**config.mk**
```make
export PLATFORM = sky130hd
export DESIGN_NAME = current_peak_counter_core
export DESIGN_NICKNAME = d
export VERILOG_FILES = /design/src/rtl/cpc_pkg.sv /design/src/rtl/current_peak_counter_core.sv
export SDC_FILE = /design/constraint.sdc
export NUM_CORES = 1
export LEC_CHECK = 0
export BUFFER_PORTS_ARGS = -buffer_cell sky130_fd_sc_hd__buf_2
export CELL_PAD_IN_SITES_DETAIL_PLACEMENT = 0
export CELL_PAD_IN_SITES_GLOBAL_PLACEMENT = 1
export CORE_UTILIZATION = 41
export DETAILED_ROUTE_END_ITERATION = 6
export PLACE_DENSITY = 0.78
export SETUP_SLACK_MARGIN = 0.4
export SLEW_MARGIN = 20
export SYNTH_ARGS = -nofsm -noshare
export SYNTH_HDL_FRONTEND = slang
export SYNTH_SLANG_ARGS = --single-unit
```
**constraint.sdc**
```tcl
create_clock -name i_clk -period 7.75 [get_ports i_clk]
set_clock_uncertainty 0.15 [all_clocks]
set_input_delay 1.9375 -clock i_clk [delete_from_list [all_inputs] [get_ports i_clk]]
set_output_delay 1.9375 -clock i_clk [all_outputs]
set_load 0.05 [all_outputs]
```
**src/rtl/cpc_pkg.sv**
```systemverilog
// Shared types and constants for the current peak counter.
// Holds sample types, fixed-point thresholds and configuration register indexes.
// No dependencies.
`timescale 1ns / 1ps
`default_nettype none

package cpc_pkg;

    typedef logic [11:0] t_centi;
    typedef logic [1:0]  t_run;
    typedef logic [1:0]  t_cfg_idx;

    localparam t_run        RUN_SAT        = 2'd3;
    localparam t_centi      FALLBACK_LEVEL = 12'd550;
    localparam logic [12:0] SPAN_LIMIT     = 13'd150;
    localparam t_centi      MIN_RESET      = 12'd1000;
    localparam logic [31:0] TIMEOUT_RESET  = 32'd60000;

    localparam t_cfg_idx CFG_IDX_ENABLE  = 2'd0;
    localparam t_cfg_idx CFG_IDX_TIMEOUT = 2'd1;

endpackage

`default_nettype wire

```
**src/rtl/current_peak_counter_core.sv**
```systemverilog
// Top level of the current peak counter: input stage, peak detection state and result.
// Depends on cpc_pkg for types, thresholds and register indexes.
`timescale 1ns / 1ps
`default_nettype none

// Adaptive-threshold peak counter for motor current samples.
//
// Input channel: i_in_valid / o_in_stall carry one sample (centiamps) and a
// millisecond timestamp per transfer. Output channel: o_out_valid /
// i_out_stall carry one result per input transfer: peak count, arm flag,
// inactivity flag, time between the last two peaks, threshold, min and max.
// Configuration channel: i_cfg_valid / o_cfg_ready with a register index
// (0 = inactivity enable, 1 = idle timeout in ms); other indexes are dropped.
// Write configuration only while no sample is in flight.
//
// A transferred sample is registered in the input stage and then moves into the
// result register once the result is free or taken. Throughput: one sample per
// cycle unless the receiver stalls; the update is one pass of compares, 13-bit
// adds and 32-bit subtracts. When the receiver stalls, the result holds and the
// input stage holds one more sample; o_in_stall rises only when both are full.
// Reset (synchronous, active low) empties both stages, restores the min to
// 10.00 A, the max to zero, the threshold to 5.50 A, and all counters to zero.
module current_peak_counter_core
    import cpc_pkg::*;
#(
    parameter int COUNT_WIDTH = 16
) (
    input  wire logic        i_clk,
    input  wire logic        i_rst_n,
    // sample channel
    input  wire logic        i_in_valid,
    output logic             o_in_stall,
    input  wire logic [11:0] i_sample_centiamps,
    input  wire logic [31:0] i_now_ms,
    // result channel
    output logic             o_out_valid,
    input  wire logic        i_out_stall,
    output logic [15:0]      o_peak_total,
    output logic             o_edge_armed,
    output logic             o_idle_flag,
    output logic [31:0]      o_peak_interval_ms,
    output logic [11:0]      o_level_centiamps,
    output logic [11:0]      o_low_centiamps,
    output logic [11:0]      o_high_centiamps,
    // configuration channel
    input  wire logic        i_cfg_valid,
    output logic             o_cfg_ready,
    input  wire t_cfg_idx    i_cfg_index,
    input  wire logic [31:0] i_cfg_data
);

    // configuration registers
    logic        r_idle_en;
    logic [31:0] r_idle_timeout;

    // input stage
    logic        r_s1_valid;
    t_centi      r_s1_sample;
    logic [31:0] r_s1_now;

    // detector state; these registers also serve as the result register
    logic                   r_out_valid;
    t_centi                 r_prior;
    t_run                   r_rise_run;
    t_run                   r_fall_run;
    logic                   r_armed;
    logic [COUNT_WIDTH-1:0] r_peaks;
    t_centi                 r_min;
    t_centi                 r_max;
    t_centi                 r_level;
    logic [COUNT_WIDTH-1:0] r_idle_seen;
    logic [31:0]            r_idle_start;
    logic                   r_idle_state;
    logic [COUNT_WIDTH-1:0] r_lap_seen;
    logic [31:0]            r_lap_start;
    logic [31:0]            r_lap_interval;

    // next values
    t_run                   n_rise_run;
    t_run                   n_fall_run;
    logic                   n_armed;
    logic [COUNT_WIDTH-1:0] n_peaks;
    t_centi                 n_min;
    t_centi                 n_max;
    t_centi                 n_level;
    logic [COUNT_WIDTH-1:0] n_idle_seen;
    logic [31:0]            n_idle_start;
    logic                   n_idle_state;
    logic [COUNT_WIDTH-1:0] n_lap_seen;
    logic [31:0]            n_lap_start;
    logic [31:0]            n_lap_interval;

    logic        w_s1_adv;
    logic        w_in_xfer;
    logic [12:0] w_sum;
    logic [31:0] w_peaks_ext;

    // Advance the input stage into the result when the result is free or taken.
    assign w_s1_adv   = r_s1_valid && (!r_out_valid || !i_out_stall);
    assign o_in_stall = r_s1_valid && !w_s1_adv;
    assign w_in_xfer  = i_in_valid && !o_in_stall;
    assign o_cfg_ready = 1'b1;

    always_comb begin
        n_rise_run = r_rise_run;
        n_fall_run = r_fall_run;
        n_armed    = r_armed;
        n_peaks    = r_peaks;

        if (r_s1_sample > r_prior) begin
            if (r_rise_run < RUN_SAT) begin
                n_rise_run = r_rise_run + 2'd1;
            end
            n_fall_run = '0;
            // arm against the threshold from before this sample
            if (n_rise_run == RUN_SAT && !r_armed && r_s1_sample >= r_level) begin
                n_armed = 1'b1;
            end
        end else begin
            if (r_fall_run < RUN_SAT) begin
                n_fall_run = r_fall_run + 2'd1;
            end
            n_rise_run = '0;
            if (n_fall_run == RUN_SAT && r_armed && r_s1_sample <= r_level) begin
                n_peaks = r_peaks + COUNT_WIDTH'(1);
                n_armed = 1'b0;
            end
        end

        n_min = (r_s1_sample < r_min) ? r_s1_sample : r_min;
        n_max = (r_s1_sample > r_max) ? r_s1_sample : r_max;
        w_sum = {1'b0, n_max} + {1'b0, n_min};
        // narrow swing: fall back to the fixed 5.50 A threshold
        if ({1'b0, n_max} <= {1'b0, n_min} + SPAN_LIMIT) begin
            n_level = FALLBACK_LEVEL;
        end else begin
            n_level = w_sum[12:1];
        end

        n_idle_seen  = r_idle_seen;
        n_idle_start = r_idle_start;
        n_idle_state = r_idle_state;
        if (r_idle_en) begin
            if (n_peaks != r_idle_seen) begin
                n_idle_start = r_s1_now;
                n_idle_seen  = n_peaks;
            end
            n_idle_state = ((r_s1_now - n_idle_start) >= r_idle_timeout);
        end

        n_lap_seen     = r_lap_seen;
        n_lap_start    = r_lap_start;
        n_lap_interval = r_lap_interval;
        if (n_peaks != r_lap_seen) begin
            n_lap_interval = r_s1_now - r_lap_start;
            n_lap_start    = r_s1_now;
            n_lap_seen     = n_peaks;
        end
    end

    // configuration writes
    always_ff @(posedge i_clk) begin
        if (!i_rst_n) begin
            r_idle_en      <= 1'b0;
            r_idle_timeout <= TIMEOUT_RESET;
        end else if (i_cfg_valid && o_cfg_ready) begin
            unique case (i_cfg_index)
                CFG_IDX_ENABLE:  r_idle_en      <= i_cfg_data[0];
                CFG_IDX_TIMEOUT: r_idle_timeout <= i_cfg_data;
                default: ;
            endcase
        end
    end

    // input stage: hold while stalled, load on every transfer
    always_ff @(posedge i_clk) begin
        if (!i_rst_n) begin
            r_s1_valid <= 1'b0;
        end else if (w_in_xfer) begin
            r_s1_valid <= 1'b1;
        end else if (w_s1_adv) begin
            r_s1_valid <= 1'b0;
        end
    end

    always_ff @(posedge i_clk) begin
        if (w_in_xfer) begin
            r_s1_sample <= i_sample_centiamps;
            r_s1_now    <= i_now_ms;
        end
    end

    // result valid: set on advance, drop once taken
    always_ff @(posedge i_clk) begin
        if (!i_rst_n) begin
            r_out_valid <= 1'b0;
        end else if (w_s1_adv) begin
            r_out_valid <= 1'b1;
        end else if (!i_out_stall) begin
            r_out_valid <= 1'b0;
        end
    end

    // detector state: update only when a sample moves into the result
    always_ff @(posedge i_clk) begin
        if (!i_rst_n) begin
            r_prior        <= '0;
            r_rise_run     <= '0;
            r_fall_run     <= '0;
            r_armed        <= 1'b0;
            r_peaks        <= '0;
            r_min          <= MIN_RESET;
            r_max          <= '0;
            r_level        <= FALLBACK_LEVEL;
            r_idle_seen    <= '0;
            r_idle_start   <= '0;
            r_idle_state   <= 1'b0;
            r_lap_seen     <= '0;
            r_lap_start    <= '0;
            r_lap_interval <= '0;
        end else if (w_s1_adv) begin
            r_prior        <= r_s1_sample;
            r_rise_run     <= n_rise_run;
            r_fall_run     <= n_fall_run;
            r_armed        <= n_armed;
            r_peaks        <= n_peaks;
            r_min          <= n_min;
            r_max          <= n_max;
            r_level        <= n_level;
            r_idle_seen    <= n_idle_seen;
            r_idle_start   <= n_idle_start;
            r_idle_state   <= n_idle_state;
            r_lap_seen     <= n_lap_seen;
            r_lap_start    <= n_lap_start;
            r_lap_interval <= n_lap_interval;
        end
    end

    assign w_peaks_ext        = 32'(r_peaks);
    assign o_out_valid        = r_out_valid;
    assign o_peak_total       = w_peaks_ext[15:0];
    assign o_edge_armed       = r_armed;
    assign o_idle_flag        = r_idle_state;
    assign o_peak_interval_ms = r_lap_interval;
    assign o_level_centiamps  = r_level;
    assign o_low_centiamps    = r_min;
    assign o_high_centiamps   = r_max;

    // A peak is counted only on an advance, by one, and closes an armed rise.
    a_peak_step: assert property (@(posedge i_clk) disable iff (!i_rst_n)
        (r_peaks != $past(r_peaks)) |->
            ($past(w_s1_adv) && r_peaks == $past(r_peaks) + COUNT_WIDTH'(1)
             && $past(r_armed) && !r_armed))
        else $error("peak count changed without closing an armed rise");

    // Threshold is the fallback or lies between the running min and max.
    a_level_range: assert property (@(posedge i_clk) disable iff (!i_rst_n)
        (r_level == FALLBACK_LEVEL) || (r_level >= r_min && r_level <= r_max))
        else $error("threshold outside min/max span");

    // Stall the input only while the input stage is full and cannot advance.
    a_stall_cause: assert property (@(posedge i_clk) disable iff (!i_rst_n)
        o_in_stall |-> (r_s1_valid && r_out_valid && i_out_stall))
        else $error("input stalled with room available");

    // A held result leaves the detector state untouched.
    a_hold_state: assert property (@(posedge i_clk) disable iff (!i_rst_n)
        (r_out_valid && i_out_stall) |=> ($stable(r_peaks) && $stable(r_level)))
        else $error("detector state moved while result stalled");

endmodule

`default_nettype wire
```
==> impl_results.html <==
<table>
<tr><th>Metric</th><th>Value</th></tr>
<tr><th colspan="2">Status</th></tr>
<tr><td>Run status</td><td>finished with violations</td></tr>
<tr><td>Violations in the final reports</td><td>DRC</td></tr>
<tr><th colspan="2">Cells and area</th></tr>
<tr><td>Utilization of the core after routing</td><td>49.7%</td></tr>
<tr><td>Fraction of final layout cells sized beyond drive strength 1</td><td>17.2%</td></tr>
<tr><td>Post-synthesis to final-layout area growth</td><td>19.0%</td></tr>
<tr><td>Number of fill cells</td><td>3973</td></tr>
<tr><td>Nets</td><td>2407</td></tr>
<tr><td>ANT cells</td><td>0</td></tr>
<tr><td>Post-route cell area</td><td>20400 sq um</td></tr>
<tr><td>Count of non-filler cells in the finished layout</td><td>2721</td></tr>
<tr><th colspan="2">Clock network</th></tr>
<tr><td>Clock transition time at the flip-flop clock pins of the worst setup and hold paths</td><td>60 ps</td></tr>
<tr><td>Clock insertion delay at the later pin of the skew report</td><td>550 ps</td></tr>
<tr><td>Clock tree root buffer cell</td><td>sky130_fd_sc_hd__clkbuf_16</td></tr>
<tr><td>Buffers from clock root to sink, at most</td><td>3</td></tr>
<tr><td>TritonCTS clock tree</td><td>built</td></tr>
<tr><td>CTS buffer count</td><td>36</td></tr>
<tr><td>Sinks on the clock net</td><td>277</td></tr>
<tr><td>Max H-tree Level</td><td>2</td></tr>
<tr><th colspan="2">Detailed routing</th></tr>
<tr><td>Mean number of vias per cell</td><td>5.30</td></tr>
<tr><td>Final antenna-violating net count</td><td>0</td></tr>
<tr><td>Drt initial violations</td><td>738</td></tr>
<tr><td>Total length of routed wires</td><td>47.5 mm</td></tr>
<tr><td>Detailed-route DRC error count</td><td>6</td></tr>
<tr><td>Pre-Repair DR Iteration Count</td><td>7</td></tr>
<tr><td>Via count</td><td>14400</td></tr>
<tr><td>Post-detailed-route wirelength per cell</td><td>17.4 um</td></tr>
<tr><th colspan="2">Pwr</th></tr>
<tr><td>Sw frac</td><td>30.5%</td></tr>
<tr><td>Leakage power</td><td>8.88 nW</td></tr>
<tr><td>Total power per unit cell area</td><td>208 nW/um^2</td></tr>
<tr><td>Relative contribution of combinational cells to total power</td><td>22.5%</td></tr>
<tr><td>Proportion of power drawn by flip-flops and latches</td><td>37.4%</td></tr>
<tr><td>Total power of the final layout</td><td>4.25 mW</td></tr>
<tr><td>Peak supply drop</td><td>0.000218 V</td></tr>
<tr><td>Switching power of the nets</td><td>1.30 mW</td></tr>
<tr><td>Internal power component</td><td>2.96 mW</td></tr>
<tr><td>Clock network fraction of design power</td><td>40.2%</td></tr>
<tr><th colspan="2">Synth</th></tr>
<tr><td>Most common library cells after synthesis</td><td>sky130_fd_sc_hd__nand2_1 (267), sky130_fd_sc_hd__dfxtp_1 (233), sky130_fd_sc_hd__ha_1 (161)</td></tr>
<tr><td>Most frequent cell after synthesis</td><td>sky130_fd_sc_hd__nand2_1</td></tr>
<tr><td>Synthesis Warnings</td><td>0</td></tr>
<tr><td>Number of flops mapped to enable cells by yosys</td><td>44</td></tr>
<tr><td>Distinct cell type count of the synthesized netlist</td><td>85</td></tr>
<tr><td>Dominant synthesized flop cell</td><td>sky130_fd_sc_hd__dfxtp_1</td></tr>
<tr><td>Ranking of synthesized cells by area</td><td>sky130_fd_sc_hd__dfxtp_1 (27%), sky130_fd_sc_hd__ha_1 (12%), sky130_fd_sc_hd__edfxtp_1 (7.7%)</td></tr>
<tr><td>Average instance area after synthesis</td><td>8.70 sq um</td></tr>
<tr><td>Syn nets</td><td>2220</td></tr>
<tr><td>Number of flip-flops and latches in the synthesized netlist</td><td>277</td></tr>
<tr><td>Summed instance area of the synthesized netlist</td><td>17200 sq um</td></tr>
<tr><td>Fraction of synthesized cell area taken by the top area cell type</td><td>27.2%</td></tr>
<tr><td>Share of the yosys chip area belonging to registers</td><td>34.9%</td></tr>
<tr><td>Library cell with the largest summed area after synthesis</td><td>sky130_fd_sc_hd__dfxtp_1</td></tr>
<tr><td>Cell count after synthesis</td><td>1974</td></tr>
<tr><td>Share of flip-flops with an asynchronous set or reset after synthesis</td><td>0%</td></tr>
<tr><th colspan="2">Setup path</th></tr>
<tr><td>Capturing element type of the critical path</td><td>flop</td></tr>
<tr><td>Worst stage delay on the critical path</td><td>580 ps</td></tr>
<tr><td>Type of the worst setup path</td><td>flop to flop</td></tr>
<tr><td>Worst-case register-to-register setup slack</td><td>370 ps</td></tr>
<tr><td>Crit-path max FO</td><td>8</td></tr>
<tr><td>Arrival time at the worst endpoint</td><td>7660 ps</td></tr>
<tr><td>Launching point of the worst reg2reg path</td><td>r_s1_sample[7]</td></tr>
<tr><td>Endpoint required time on the critical path</td><td>8030 ps</td></tr>
<tr><td>Capturing point of the worst reg2reg path</td><td>o_idle_flag</td></tr>
<tr><td>Standard cell with the maximum stage delay on the critical path</td><td>sky130_fd_sc_hd__or4_4</td></tr>
<tr><td>Cell repeated most along the worst path</td><td>sky130_fd_sc_hd__a21o_1</td></tr>
<tr><td>Path depth of the worst reg2reg path</td><td>37</td></tr>
<tr><td>Worst setup SP type</td><td>flop</td></tr>
<tr><th colspan="2">Worst hold path</th></tr>
<tr><td>Count of cells along the worst hold path</td><td>2</td></tr>
<tr><td>Worst hold path class</td><td>flop to flop</td></tr>
<tr><td>End point of the worst hold path</td><td>r_idle_start[22]</td></tr>
<tr><td>Source of the worst hold timing path</td><td>r_idle_start[22]</td></tr>
<tr><th colspan="2">STA</th></tr>
<tr><td>Final min period</td><td>7380 ps</td></tr>
<tr><td>Transition at the pin with the smallest max-transition slack</td><td>1030 ps</td></tr>
<tr><td>Setup TNS Final</td><td>0 ps</td></tr>
<tr><td>Worst Hold Margin</td><td>313 ps</td></tr>
<tr><td>Final Cycle Share</td><td>95.3%</td></tr>
<tr><td>Final setup margin</td><td>368 ps</td></tr>
<tr><td>Count of pins over their slew limit</td><td>0</td></tr>
<tr><td>Final Hold Violating Endpoints</td><td>0</td></tr>
<tr><td>Worst relative slew slack</td><td>30.5%</td></tr>
<tr><td>RSZ-0062 raised after global routing</td><td>true</td></tr>
<tr><td>Highest Clock Rate</td><td>0.135 GHz</td></tr>
<tr><td>Number of failing setup endpoints in the final timing report</td><td>0</td></tr>
<tr><th colspan="2">Global route</th></tr>
<tr><td>Overall overflow remaining after global route</td><td>0</td></tr>
<tr><td>Global-route wire length before repair</td><td>75.2 mm</td></tr>
<tr><td>Largest net degree at the start of global routing</td><td>162</td></tr>
<tr><td>Overall global routing resource usage</td><td>22.5%</td></tr>
<tr><td>Number of global-route vias before repair</td><td>14000</td></tr>
<tr><td>Antenna violations before repair</td><td>0</td></tr>
<tr><th colspan="2">Floorplanning</th></tr>
<tr><td>Starting Density</td><td>41.8%</td></tr>
<tr><td>Area of the core region</td><td>41100 sq um</td></tr>
<tr><td>Number of placement rows</td><td>74</td></tr>
<tr><td>I/O pin count</td><td>172</td></tr>
<tr><td>Height of the chip</td><td>207 um</td></tr>
<tr><td>Die W</td><td>207 um</td></tr>
<tr><td>Die outline area</td><td>42700 sq um</td></tr>
<tr><th colspan="2">Place</th></tr>
<tr><td>Worst Setup Slack post-DPL</td><td>33.8 ps</td></tr>
<tr><td>Total placed cells including tap cells</td><td>2628</td></tr>
<tr><td>Gpl congestion</td><td>0.923</td></tr>
<tr><td>Number of I/O port buffers</td><td>170</td></tr>
<tr><td>Placement Cell Area</td><td>18800 sq um</td></tr>
<tr><td>Half-perimeter wire length after detailed placement</td><td>35.0 mm</td></tr>
<tr><th colspan="2">Flow run</th></tr>
<tr><td>Number of maximum-capacitance violations</td><td>0</td></tr>
</table>
[logic make-up after synthesis]
logic type      synth area share [%]
xor+xnor                        6.61
flops                           34.9
mux                             4.42
fa+ha+maj                       12.3
simple gates                    17.6
buf+inv                         5.26
other cells                   0.0218
compound gates                  18.9
[flip-flops by register name (all words and copies together), names as in the netlist]
register            flops
o_out_valid             1
r_idle_seen            16
r_idle_timeout         32
r_idle_en               1
r_prior                12
r_idle_start           32
o_edge_armed            1
r_s1_now               32
o_level_centiamps      12
r_fall_run              2
o_low_centiamps        12
r_lap_start            32
r_s1_sample            12
o_peak_total           16
o_peak_interval_ms     32
o_idle_flag             1
r_rise_run              2
r_s1_valid              1
o_high_centiamps       12
r_lap_seen             16
[cell usage in the layout (no fill, tap or decap), types with 6 or more instances in the layout]
master,instances
sky130_fd_sc_hd__a21oi_1,92
sky130_fd_sc_hd__o21ai_0,60
sky130_fd_sc_hd__nand4_1,19
sky130_fd_sc_hd__nor2_1,107
sky130_fd_sc_hd__a31oi_1,7
sky130_fd_sc_hd__clkinv_2,8
sky130_fd_sc_hd__xor2_1,47
sky130_fd_sc_hd__nor3_1,22
sky130_fd_sc_hd__nor3b_1,16
sky130_fd_sc_hd__o21ai_1,12
sky130_fd_sc_hd__maj3_2,6
sky130_fd_sc_hd__o211a_1,38
sky130_fd_sc_hd__nand3_1,24
sky130_fd_sc_hd__edfxtp_1,44
sky130_fd_sc_hd__dfxtp_4,9
sky130_fd_sc_hd__mux2i_1,71
sky130_fd_sc_hd__o22ai_1,7
sky130_fd_sc_hd__a211oi_1,7
sky130_fd_sc_hd__nand2b_1,19
sky130_fd_sc_hd__nand2_1,267
sky130_fd_sc_hd__o211ai_1,17
sky130_fd_sc_hd__buf_4,60
sky130_fd_sc_hd__xnor2_1,76
sky130_fd_sc_hd__clkbuf_16,38
sky130_fd_sc_hd__a21boi_0,85
sky130_fd_sc_hd__clkbuf_1,7
sky130_fd_sc_hd__inv_1,148
sky130_fd_sc_hd__buf_2,169
sky130_fd_sc_hd__a21oi_2,8
sky130_fd_sc_hd__dfxtp_1,221
sky130_fd_sc_hd__ha_1,158
sky130_fd_sc_hd__a21o_1,60
sky130_fd_sc_hd__o21a_1,6
sky130_fd_sc_hd__or3_1,14
sky130_fd_sc_hd__and3_1,10
sky130_fd_sc_hd__nor2b_1,75
sky130_fd_sc_hd__and2_1,16
[worst max-delay path: cells and delay by family (launching register included)]
kind	cells	cell delay, ps
AND/OR/NAND/NOR	8	1530
multiplexers	2	540
XOR/XNOR	2	290
buffers and inverters	3	340
adder cells (fa/ha/maj)	7	1750
AO/OA/AOI/OAI	15	2230
flip-flops	1	410
[how the worst max path moves through the flow]
stage	from	endpoint	cells after the start
4_1_cts	r_s1_sample[1]	o_idle_flag	36
3_3_place_gp	r_s1_sample[11]	o_idle_flag	35
5_1_grt	r_s1_sample[7]	o_idle_flag	37
3_5_place_dp	r_s1_sample[7]	o_idle_flag	36
6_report	r_s1_sample[7]	o_idle_flag	37
2_1_floorplan	r_s1_sample[1]	o_idle_flag	38
[power by group through the flow]
stage,Sequential (mW),Clock [mW],Combinational [mW]
2_1_floorplan,1.71,0,0.584
3_3_place_gp,1.62,0,0.915
3_5_place_dp,1.62,0,0.926
4_1_cts,1.59,1.75,0.948
5_1_grt,1.60,1.81,1.06
6_report,1.59,1.71,0.955
[timing repair]
item / CTS / global route
hold buffers: 0 / 0
setup endpoints to repair: 1 / 1
resized for setup: 28 / 26
endpoints found under the hold margin: 0 / 0
pin swaps: 33 / 34
buffers inserted: 13 / 13
[metal layers]
layer | vias to the layer above | wire, um | track usage [%]
met5 | - | 0 | 0
met4 | 0 | 1450 | 8.30
met3 | 80 | 2000 | 2.75
met2 | 273 | 22600 | 38.1
met1 | 6850 | 21400 | 29.2
li1 | 7219 | - | -
[cell type report]
cell class              count  area, sq um  share of cell area, %
clock buffers              50         1050                   5.12
clock inverters            16          163                  0.796
inverters                 149          562                   2.75
multi-input cells        1463        10600                   51.9
flip-flops and latches    277         6020                   29.5
well taps                 532          666                   3.26
repair buffers            234         1380                   6.74
Note: power is estimated with default switching activity, not from simulation.
